## src/rtl/core/spf_pkg.sv

```systemverilog
`default_nettype none

package spf_pkg;

    localparam int VAL_W         = 16;
    localparam int EXP_W         = 5;
    localparam int RES_W         = 6;
    localparam int K_W           = 7;
    localparam int K_MAX         = 64;
    localparam int K_RESET       = 2;
    localparam int TABLE_CAP     = 65536;
    localparam int MAX_VALUE_DEF = 65536;
    localparam int OUT_TDATA_W   = 40;
    localparam int DIV_CNT_W     = $clog2(VAL_W + 1);

    typedef enum logic [3:0] {
        ST_INIT,
        ST_SQ,
        ST_PRD,
        ST_PCHK,
        ST_JRD,
        ST_JCHK,
        ST_IDLE,
        ST_FRD,
        ST_FCHK,
        ST_FNEWP,
        ST_DSTART,
        ST_DIV,
        ST_EMIT
    } state_t;

    typedef struct packed {
        logic             start;
        logic [VAL_W-1:0] dividend;
        logic [VAL_W-1:0] divisor;
    } div_req_t;

    typedef struct packed {
        logic             done;
        logic [VAL_W-1:0] quotient;
    } div_rsp_t;

endpackage

`default_nettype wire

```

## src/rtl/core/spf_div.sv

```systemverilog
`default_nettype none

// Restoring divider, one quotient bit per cycle.
module spf_div (
    input  wire logic              clk,
    input  wire logic              rst_n,
    input  wire spf_pkg::div_req_t req,
    output spf_pkg::div_rsp_t      rsp
);

    localparam int VW = spf_pkg::VAL_W;
    localparam int CW = spf_pkg::DIV_CNT_W;

    logic          busy_reg, busy_next;
    logic          done_reg, done_next;
    logic [CW-1:0] cnt_reg, cnt_next;
    logic [VW-1:0] acc_reg, acc_next;
    logic [VW-1:0] q_reg, q_next;
    logic [VW-1:0] div_reg, div_next;
    logic [VW:0]   trial;

    always_comb
    begin
        trial     = {acc_reg, q_reg[VW-1]} - {1'b0, div_reg};
        busy_next = busy_reg;
        done_next = 1'b0;
        cnt_next  = cnt_reg;
        acc_next  = acc_reg;
        q_next    = q_reg;
        div_next  = div_reg;
        if (req.start)
        begin
            busy_next = 1'b1;
            cnt_next  = CW'(VW);
            acc_next  = '0;
            q_next    = req.dividend;
            div_next  = req.divisor;
        end
        else if (busy_reg)
        begin
            if (!trial[VW])
            begin
                acc_next = trial[VW-1:0];
                q_next   = {q_reg[VW-2:0], 1'b1};
            end
            else
            begin
                acc_next = {acc_reg[VW-2:0], q_reg[VW-1]};
                q_next   = {q_reg[VW-2:0], 1'b0};
            end
            cnt_next = cnt_reg - CW'(1);
            if (cnt_reg == CW'(1))
            begin
                busy_next = 1'b0;
                done_next = 1'b1;
            end
        end
    end

    always_ff @(posedge clk or negedge rst_n)
    begin
        if (!rst_n)
        begin
            busy_reg <= 1'b0;
            done_reg <= 1'b0;
            cnt_reg  <= '0;
        end
        else
        begin
            busy_reg <= busy_next;
            done_reg <= done_next;
            cnt_reg  <= cnt_next;
        end
    end

    always_ff @(posedge clk)
    begin
        acc_reg <= acc_next;
        q_reg   <= q_next;
        div_reg <= div_next;
    end

    assign rsp.done     = done_reg;
    assign rsp.quotient = q_reg;

endmodule

`default_nettype wire

```

## config.mk

```make
export PLATFORM = sky130hd
export DESIGN_NAME = spf_div
export DESIGN_NICKNAME = d
export VERILOG_FILES = /design/src/rtl/core/spf_pkg.sv /design/src/rtl/core/spf_div.sv
export SDC_FILE = /design/constraint.sdc
export NUM_CORES = 1
export LEC_CHECK = 0
export CAP_MARGIN = 20
export CORE_MARGIN = 2
export CORE_UTILIZATION = 47
export CTS_BUF_LIST = sky130_fd_sc_hd__clkbuf_4
export CTS_CLUSTER_SIZE = 28
export DETAILED_ROUTE_END_ITERATION = 10
export DONT_BUFFER_PORTS = 1
export PLACE_DENSITY_LB_ADDON = 0.05
export REMOVE_ABC_BUFFERS = 1
export SKIP_LAST_GASP = 1
export SLEW_MARGIN = 20
export SYNTH_ARGS = -nofsm -noshare
export SYNTH_HDL_FRONTEND = slang
export SYNTH_SLANG_ARGS = --single-unit
```

## constraint.sdc

```tcl
create_clock -name clk -period 3.39 [get_ports clk]
set_input_delay 0 -clock clk [delete_from_list [all_inputs] [get_ports clk]]
set_output_delay 0 -clock clk [all_outputs]
set_load 0.05 [all_outputs]
```

==> out/metrics.yaml, run 1 <==
run_status:
  status: "finished, final reports clean"
cells_and_area:
  final_util_pct: 56.1
  multi_input_area_um2: 1390
  mostFrequentLayoutCell: "dlygate4sd3_1"
  diodes: 0
  layout-drive-gt1-share_pct: 11.1
  num-fill-cells: 579
  final_cell_mix: "dlygate4sd3_1 (36), edfxtp_1 (32), inv_1 (21)"
  seq_area_um2: 1460
  fin_nets: 359
  layout.cells.non_filler: 383
  area_growth_pct: 17.6
drt:
  wl_per_cell_um: 14.9
  drc: 0
  wirelength_um: 5720
  vias: 2054
  ant_nets: 0
  dr.first_iter.drc_count: 73
  dr.pass1.iters: 4
  vias_per_cell: 5.36
floorplan:
  die_x_um: 83.6
  die-height_um: 83.6
  initial_core_util_pct: 47.7
  fp-row-count: 29
  io_pins: 52
  dieArea_um2: 6990
  core_area_um2: 6240
yosys:
  synth_edf_count: 32
  synthArstFlopShare_pct: 12.7
  ys_seq_area_share_pct: 48.9
  ys_ff_latch: 55
  synth.distinct_cells: 47
  synthesis.area_um2: 2980
  avgSynthCellArea_um2: 11.2
  synthFlopType: "edfxtp_1"
  synthCells: 267
  ys_warn_count: 0
clock_tree:
  cts_buffers: 5
  clk_path_buf_depth: 2
  cts_tree: "done"
  cts_root_buffer: "clkbuf_4"
  clock-sinks: 55
  ctsHtreeMaxLevel: 2
  clkTransAtPathRegs_ns: 0.17
  clk-insertion-delay-late_ns: 0.38
pwr:
  p_sw_share_pct: 40.4
  seqPwrFrac_pct: 44.8
  internal_power_w: 0.00149
  ir_worst_vdd_uv: 381
  power.switching_w: 0.00101
  clkPwrFrac_pct: 12.5
  powerDensity_nw_per_um2: 715
  power_leakage_nw: 1.46
  p_comb_share_pct: 42.8
setup_path:
  critPathLaunchType: "flop"
  crit_arrival_ns: 2.90
  cp.required_ns: 3.68
  critical-path-max-stage-delay_ns: 0.41
  path_cells: "inv_1 -> ha_1 -> fa_1 -> nand2b_1 -> a21oi_2 -> o211ai_2 -> o21ai_2 -> xor2_2 -> buf_4 -> and4b_1 -> a211o_1"
  cpMaxStageDelayCell: "fa_1"
  crit_fanout: 12
  critPathCaptureType: "flop"
  critPathKind: "reg2reg"
placement:
  finalWeightedCongestion: 0.803
  hpwlAfterDp_um: 3750
  port_buffers: 0
  dp_cells: 338
global_routing:
  antenna_found_initial: 0
  grt_pass1_vias: 2170
  grt_max_degree: 53
  track_usage_pct: 17.4
  grt-ovfl-total: 0
  grt_pass1_wl_um: 9900
sta:
  hold_ws_ns: 0.224
  grt_setup_unrepaired: "no"
  tns_ns: 0
  max_freq_ghz: 0.384
  min_period_ns: 2.61
  finalSetupViolCount: 0
  tightest_slew_ns: 0.609
  report.final.slew_viol_count: 0
  max-slew-margin-rel_pct: 59.3
  finalHoldViolations: 0
  min_period_over_period_pct: 76.9
  finalClockSkew_ns: 0.0175
run:
  cap_violations: 0
min_path:
  min_path_type: "in2reg"
==> layer usage <==
metal	share of wire [%]	wire length [µm]	vias to the layer above	track usage [%]
li1	-	-	1037	-
met1	46	2630	956	22.3
met2	48	2730	54	29.0
met3	5.0	284	7	4.65
met4	1.2	71	0	4.99
met5	0	0	-	0
==> metrics by stage <==
step	area, µm²	power (W)	setup WS, ns
2_1_floorplan	2930	0.00194	0.172
3_3_place_gp	3050	0.00215	0.864
3_5_place_dp	3050	0.00216	0.795
4_1_cts	3500	0.00253	0.743
5_1_grt	3500	0.00270	0.585
6_report	3500	0.00250	0.785
==> logic make-up after synthesis <==
group / count (synthesis) / share of synthesized area [%]
AO/OA/AOI/OAI: 58 / 13.4
XOR/XNOR: 18 / 5.55
adder cells (fa/ha/maj): 19 / 8.24
buffers and inverters: 31 / 4.41
flip-flops: 55 / 48.9
multiplexers: 28 / 10.1
AND/OR/NAND/NOR: 58 / 9.41
==> power by group through the flow <==
stage / Sequential [W] / Clock [W] / Combinational (W)
after floorplan: 0.00112 / 0 / 0.000816
after global placement: 0.00114 / 0 / 0.00101
after detailed placement: 0.00114 / 0 / 0.00102
after CTS: 0.00112 / 0.000325 / 0.00108
after global routing: 0.00115 / 0.000346 / 0.00120
final: 0.00112 / 0.000312 / 0.00107
==> path summary, 6_finish.rpt <==
check	from	end	slack, ns	depth (start not counted)
min in group asynchronous	rst_n	done_reg$_DFF_PN0_	0.45	2
max in group asynchronous	rst_n	cnt_reg[2]$_DFFE_PN0P_	2.71	2
max	q_reg[15]$_DFFE_PP_	acc_reg[15]$_SDFFE_PP0P_	0.78	11
min	req[2]	div_reg[2]$_DFFE_PP_	0.22	1
min reg2reg	acc_reg[4]$_SDFFE_PP0P_	acc_reg[4]$_SDFFE_PP0P_	0.52	2
max reg2reg	q_reg[15]$_DFFE_PP_	acc_reg[15]$_SDFFE_PP0P_	0.78	11
==> final cells by class <==
class | count | share of cell area, %
clock inverter | 2 | 0.500
sequential | 55 | 41.6
inverter | 21 | 2.25
clock buffer | 6 | 1.29
timing repair buffer | 41 | 11.9
tap | 77 | 2.75
multi-input combinational | 181 | 39.7
==> repair_timing <==
| action | CTS | global route |
|---|---|---|
| gates resized for setup | 0 | 0 |
| buffers inserted | 0 | 0 |
| hold buffers | 37 | 0 |
| endpoints found under the setup margin | 0 | 0 |
| endpoints found under the hold margin | 78 | 0 |
==> worst max-delay path: cells and delay by family, from the launching register on <==
family / cells / cell delay, ns
AO/OA/AOI/OAI: 4 / 0.77
AND/OR/NAND/NOR: 2 / 0.38
XOR/XNOR: 1 / 0.09
adder cells (fa/ha/maj): 2 / 0.63
flip-flops: 1 / 0.39
buffers and inverters: 2 / 0.26
==> cell usage after synthesis (4+ instances only) <==
library cell / n / area, µm²
a211oi_1: 9 / 67.6
a21oi_1: 12 / 60.1
nand2b_1: 5 / 31.3
mux2i_1: 12 / 120
nand2_1: 19 / 71.3
ha_1: 18 / 225
mux2_2: 16 / 180
dfxtp_1: 16 / 320
inv_1: 21 / 78.8
nor2_1: 17 / 63.8
o21ai_0: 10 / 50.1
clkbuf_1: 7 / 26.3
dfrtp_1: 7 / 175
edfxtp_1: 32 / 961
xor2_1: 6 / 52.6
xnor2_1: 11 / 96.3
a21o_1: 4 / 30.0
No activity file was read; power rests on OpenSTA's default activity.
==> run 2: changes to the inputs <==
==> constraint.sdc (replaced) <==
create_clock -name clk -period 2.3 [get_ports clk]
set_input_delay 0 -clock clk [delete_from_list [all_inputs] [get_ports clk]]
set_output_delay 0 -clock clk [all_outputs]
set_load 0.05 [all_outputs]
==> run 2 against run 1 <==
Largest power group is now combinational cells. The run now ends with setup timing left. Register-to-register slack worse by 0.90 ns. Critical path depth is 1 lower. Critical path type unchanged. Combinational power is 71% higher. Core utilization is 3.4 points higher. Sequential share of layout area is 2.4 points lower. Global-route usage is 0.55 points lower. Design area is 6.1% higher. Sequential cell count stayed put. Non-clock buffer count is 21 higher.
==> out/metrics.yaml, run 2 (same netlist as run 1, synthesis figures left out) <==
floorplan:
  die-height_um: 83.6
  fp-row-count: 29
  initial_core_util_pct: 47.7
  core_area_um2: 6240
  dieArea_um2: 6990
  die_x_um: 83.6
  io_pins: 52
global_routing:
  track_usage_pct: 16.9
  grt_pass1_vias: 2115
  antenna_found_initial: 0
  grt_pass1_wl_um: 9620
  grt_max_degree: 53
  grt-ovfl-total: 0
placement:
  place_area_um2: 3160
  finalWeightedCongestion: 0.787
  hpwlAfterDp_um: 3710
  port_buffers: 0
sta:
  worst_slack_ns: -0.115
  min_period_over_period_pct: 105
  max_freq_ghz: 0.414
  finalSetupViolCount: 17
  report.final.slew_viol_count: 0
  max-slew-margin-rel_pct: 60.8
  min_period_ns: 2.41
  grt_setup_unrepaired: "yes"
  hold_ws_ns: 0.236
  tightest_slew_ns: 0.587
  finalClockSkew_ns: 0.0164
  finalHoldViolations: 0
pwr:
  seqPwrFrac_pct: 42.0
  p_sw_share_pct: 39.6
  power.switching_w: 0.00156
  power_leakage_nw: 1.57
  powerDensity_nw_per_um2: 1060
  clkPwrFrac_pct: 11.4
  internal_power_w: 0.00238
  ir_worst_vdd_uv: 528
  p_comb_share_pct: 46.5
clock_tree:
  ctsHtreeMaxLevel: 2
  clock-sinks: 55
  clk_path_buf_depth: 2
  clkTransAtPathRegs_ns: 0.17
  cts_buffers: 5
  clk-insertion-delay-late_ns: 0.38
  cts_root_buffer: "clkbuf_4"
  cts_tree: "done"
setup_path:
  cp.required_ns: 2.62
  cp-startpoint: "div_reg[0]$_DFFE_PP_"
  critPathCaptureType: "flop"
  regToRegSetupSlack_ns: -0.11
  critPathKind: "reg2reg"
  worstReg2RegEnd: "acc_reg[0]$_SDFFE_PP0P_"
  r2r_start: "div_reg[0]$_DFFE_PP_"
  crit_fanout: 7
  crit_arrival_ns: 2.74
  worstRegToRegCells: 10
  critPathLaunchType: "flop"
cells_and_area:
  area_growth_pct: 24.7
  fin_nets: 380
  diodes: 0
  mostFrequentLayoutCell: "dlygate4sd3_1"
  layout-drive-gt1-share_pct: 19.0
  final_cell_mix: "dlygate4sd3_1 (36), edfxtp_1 (32), buf_4 (22)"
  finalInstanceArea_um2: 3710
  final_util_pct: 59.5
run:
  cap_violations: 0
drt:
  vias: 2116
  wirelength_um: 5780
  wl_per_cell_um: 14.3
  dr.pass1.iters: 4
  vias_per_cell: 5.24
  drc: 0
  dr.first_iter.drc_count: 78
  ant_nets: 0
run_status:
  failed_checks: "setup timing"
  status: "finished with violations"
min_path:
  min_from: "req[1]"
  whs_path_depth: 1
  min_path_type: "in2reg"
  worstHoldEndpoint: "div_reg[1]$_DFFE_PP_"
## run 2: through the flow
| step | total power, W | cells | TNS [ns] | worst slack, ns |
|---|---|---|---|---|
| floorplan | 0.00285 | 257 | -15.15 | -0.918 |
| global route | 0.00423 | 404 | -3.54 | -0.249 |
| finish | 0.00394 | 404 | -1.28 | -0.115 |
| CTS | 0.00394 | 404 | -1.49 | -0.127 |
| detailed placement | 0.00330 | 353 | -3.30 | -0.235 |
| global placement | 0.00332 | 353 | -2.36 | -0.178 |
## run 2: worst max path at each step
stage,to,slack (ns),depth (start not counted)
after CTS,acc_reg[0]$_SDFFE_PP0P_,-0.13,10
after global placement,acc_reg[12]$_SDFFE_PP0P_,-0.18,11
after detailed placement,acc_reg[4]$_SDFFE_PP0P_,-0.24,11
after global routing,acc_reg[0]$_SDFFE_PP0P_,-0.25,10
after floorplan,acc_reg[2]$_SDFFE_PP0P_,-0.92,10
final,acc_reg[0]$_SDFFE_PP0P_,-0.11,10
## run 2: worst max-delay path: stages, from the launching register on
cell	delay (ns)
edfxtp_1	0.46
ha_4	0.19
fa_2	0.33
nand2b_4	0.16
a21oi_4	0.13
o211ai_2	0.10
o21ai_2	0.18
xor2_2	0.27
buf_6	0.20
mux2i_1	0.20
a22o_1	0.13
## run 2: metal layers
metal	global-route usage, %	wire [µm]	vias up
li1	-	-	1079
met5	0	0	-
met3	4.55	252	2
met2	28.4	2780	38
met4	3.96	37	0
met1	21.8	2710	997
## run 2: area by class of cell
type | instances | area, µm²
Clock buffer | 5 | 37.5
Clock inverter | 3 | 21.3
Fill cell | 538 | 2530
Inverter | 21 | 78.8
Multi-Input combinational cell | 181 | 1440
Sequential cell | 55 | 1460
Tap cell | 77 | 96.3
Timing Repair Buffer | 62 | 587
## run 2: power by group through the flow
| stage | Sequential [W] | Clock, W | Combinational (W) |
|---|---|---|---|
| after floorplan | 0.00165 | 0 | 0.00120 |
| after global placement | 0.00168 | 0 | 0.00164 |
| after detailed placement | 0.00168 | 0 | 0.00163 |
| after CTS | 0.00166 | 0.000475 | 0.00181 |
| after global routing | 0.00169 | 0.000512 | 0.00202 |
| final | 0.00166 | 0.000450 | 0.00183 |
## run 2: timing repair
| action | in CTS | in global routing |
|---|---|---|
| hold buffers | 37 | 0 |
| endpoints found under the setup margin | 17 | 17 |
| hold endpoints to repair | 78 | 0 |
| resized for setup | 9 | 5 |
| pin swaps | 11 | 6 |
| setup buffers | 6 | 0 |
==> run 3: changes to the inputs <==
--- a/config.mk
+++ b/config.mk
@@ -6,7 +6,7 @@
 export NUM_CORES = 1
 export LEC_CHECK = 0
 export CAP_MARGIN = 20
-export CORE_MARGIN = 2
+export CORE_MARGIN = 8
 export CORE_UTILIZATION = 47
 export CTS_BUF_LIST = sky130_fd_sc_hd__clkbuf_4
 export CTS_CLUSTER_SIZE = 28
@@ -14,6 +14,7 @@
 export DONT_BUFFER_PORTS = 1
 export PLACE_DENSITY_LB_ADDON = 0.05
 export REMOVE_ABC_BUFFERS = 1
+export SETUP_SLACK_MARGIN = 0.4
 export SKIP_LAST_GASP = 1
 export SLEW_MARGIN = 20
 export SYNTH_ARGS = -nofsm -noshare
==> run 3 against run 2 <==
Largest power group unchanged. Via count down 1.7%. The run still ends with setup timing left. Count of clock-buffer cells in the layout up 1. Critical path type unchanged. Register-to-register slack about the same. Critical endpoint is now acc_reg[13]$_SDFFE_PP0P_. Sequential cell count unchanged. Global-route usage shrank 3.0 points. Design area fell by 0.37%.
==> out/metrics.yaml, run 3 (same netlist as run 1, synthesis figures left out) <==
run_status:
  status: "finished with violations"
  failed_checks: "setup timing"
sta:
  finalClockSkew_ns: 0.0173
  min_period_over_period_pct: 105
  max_freq_ghz: 0.415
  finalSetupViolCount: 15
  hold_ws_ns: 0.229
  grt_setup_unrepaired: "yes"
  finalHoldViolations: 0
  max-slew-margin-rel_pct: 60.7
  report.final.slew_viol_count: 0
  worst_slack_ns: -0.108
  min_period_ns: 2.41
  tightest_slew_ns: 0.588
floorplan:
  die-height_um: 95.6
  die_x_um: 95.6
  io_pins: 52
  initial_core_util_pct: 47.7
  dieArea_um2: 9140
  fp-row-count: 29
  core_area_um2: 6240
placement:
  dp_cells: 351
  hpwlAfterDp_um: 4240
  finalWeightedCongestion: 0.794
  port_buffers: 0
setup_path:
  critPathKind: "reg2reg"
  cpMaxStageDelayCell: "edfxtp_1"
  critPathCaptureType: "flop"
  crit_family: "compound AO/OA/AOI/OAI gates"
  worstReg2RegEnd: "acc_reg[13]$_SDFFE_PP0P_"
  critPathLaunchType: "flop"
  critical-path-max-stage-delay_ns: 0.42
  cp.required_ns: 2.59
  regToRegSetupSlack_ns: -0.11
  worstRegToRegCells: 9
  crit_fanout: 3
  crit_arrival_ns: 2.70
  path_cells: "inv_1 -> ha_1 -> nor2b_1 -> o2111ai_1 -> a21oi_1 -> o21ai_0 -> a21boi_0 -> xnor2_1 -> a311oi_1"
  worstPathBufferInverterCount: 1
  r2r_start: "div_reg[1]$_DFFE_PP_"
clock_tree:
  clk-insertion-delay-late_ns: 0.38
  cts_root_buffer: "clkbuf_4"
  cts_buffers: 5
  clk_path_buf_depth: 2
  ctsHtreeMaxLevel: 2
  cts_tree: "done"
  clkTransAtPathRegs_ns: 0.17
  clock-sinks: 55
min_path:
  min_path_type: "in2reg"
  worstHoldEndpoint: "div_reg[10]$_DFFE_PP_"
  min_from: "req[10]"
  whs_path_depth: 1
run:
  cap_violations: 0
cells_and_area:
  multi_input_area_um2: 1410
  final_cell_mix: "dlygate4sd3_1 (35), edfxtp_1 (32), inv_1 (20)"
  num-fill-cells: 542
  final_util_pct: 59.3
  diodes: 0
  mostFrequentLayoutCell: "dlygate4sd3_1"
  seq_area_um2: 1460
  area_growth_pct: 24.3
  layout.cells.non_filler: 400
  layout-drive-gt1-share_pct: 17.3
  fin_nets: 376
drt:
  drc: 0
  wirelength_um: 6110
  dr.pass1.iters: 4
  vias: 2079
  vias_per_cell: 5.20
  ant_nets: 0
  dr.first_iter.drc_count: 80
  wl_per_cell_um: 15.3
pwr:
  internal_power_w: 0.00256
  ir_worst_vdd_uv: 627
  clkPwrFrac_pct: 16.2
  power.switching_w: 0.00154
  p_sw_share_pct: 37.7
  power_leakage_nw: 1.57
  powerDensity_nw_per_um2: 1110
  p_comb_share_pct: 43.2
  seqPwrFrac_pct: 40.6
global_routing:
  grt_pass1_wl_um: 9900
  track_usage_pct: 13.9
  grt_pass1_vias: 2115
  grt-ovfl-total: 0
  antenna_found_initial: 0
  grt_max_degree: 53
run 3: changes by cell type in the layout (fill, tap and decap cells not counted), moves of 2 or more:
cell,delta
buf_4,-3
a211oi_1,+2
bufinv_16,+2
inv_6,-2
a211oi_2,-2
run 3: worst register-to-register path: cells and delay by family (launching register included):
kind                       cells  cell delay (ns)
adders and majority gates      1             0.27
DFF                            1             0.42
buffers and inverters          1             0.07
xor gates and xnor gates       1             0.12
and+or+nand+nor                1             0.20
AOI/OAI and AO/OA              5             1.25
run 3: cell type report:
| type | count | area share, % |
|---|---|---|
| Tap cell | 77 | 2.60 |
| Sequential cell | 55 | 39.4 |
| Timing Repair Buffer | 58 | 15.0 |
| Clock buffer | 6 | 1.22 |
| Clock inverter | 2 | 1.62 |
| Multi-Input combinational cell | 181 | 38.1 |
| Inverter | 21 | 2.13 |
run 3: power groups by stage:
stage	logic, W	clock network, W	registers, W
2_1_floorplan	0.00120	0	0.00165
3_3_place_gp	0.00161	0	0.00169
3_5_place_dp	0.00162	0	0.00169
4_1_cts	0.00177	0.000689	0.00167
5_1_grt	0.00197	0.000713	0.00170
6_report	0.00177	0.000663	0.00166
run 3: worst max path at each step:
stage                          from                        to  slack, ns  cells after the start
5_1_grt         q_reg[15]$_DFFE_PP_   acc_reg[1]$_SDFFE_PP0P_      -0.21                     11
3_5_place_dp    q_reg[15]$_DFFE_PP_   acc_reg[2]$_SDFFE_PP0P_      -0.22                     11
4_1_cts         q_reg[15]$_DFFE_PP_   acc_reg[5]$_SDFFE_PP0P_      -0.10                     11
3_3_place_gp    q_reg[15]$_DFFE_PP_   acc_reg[5]$_SDFFE_PP0P_      -0.16                     11
2_1_floorplan   q_reg[15]$_DFFE_PP_   acc_reg[2]$_SDFFE_PP0P_      -0.92                     10
6_report       div_reg[1]$_DFFE_PP_  acc_reg[13]$_SDFFE_PP0P_      -0.11                      9
run 3: per-stage QoR:
stage / total power (W) / worst slack (ns) / setup TNS (ns) / area, µm²
floorplan: 0.00285 / -0.918 / -15.15 / 2930
CTS: 0.00413 / -0.103 / -1.11 / 3690
global route: 0.00438 / -0.211 / -2.96 / 3700
finish: 0.00410 / -0.108 / -0.699 / 3700
global placement: 0.00330 / -0.164 / -2.13 / 3150
detailed placement: 0.00331 / -0.225 / -3.07 / 3150
run 3: timing repair:
| action | 4_1_cts | 5_1_grt |
|---|---|---|
| setup endpoints to repair | 17 | 17 |
| cloned | 0 | 0 |
| setup buffers | 3 | 2 |
| hold buffers | 36 | 0 |
| hold endpoints to repair | 78 | 0 |
| pin swaps | 6 | 6 |
| gates resized for setup | 9 | 0 |
run 3: per-layer routing:
metal | vias up | global-route usage (%) | part of all wire (%)
li1 | 1066 | - | -
met1 | 968 | 16.9 | 46
met5 | - | 0 | 0
met4 | 0 | 4.61 | 1.2
met2 | 40 | 22.2 | 46
met3 | 5 | 4.96 | 6.0
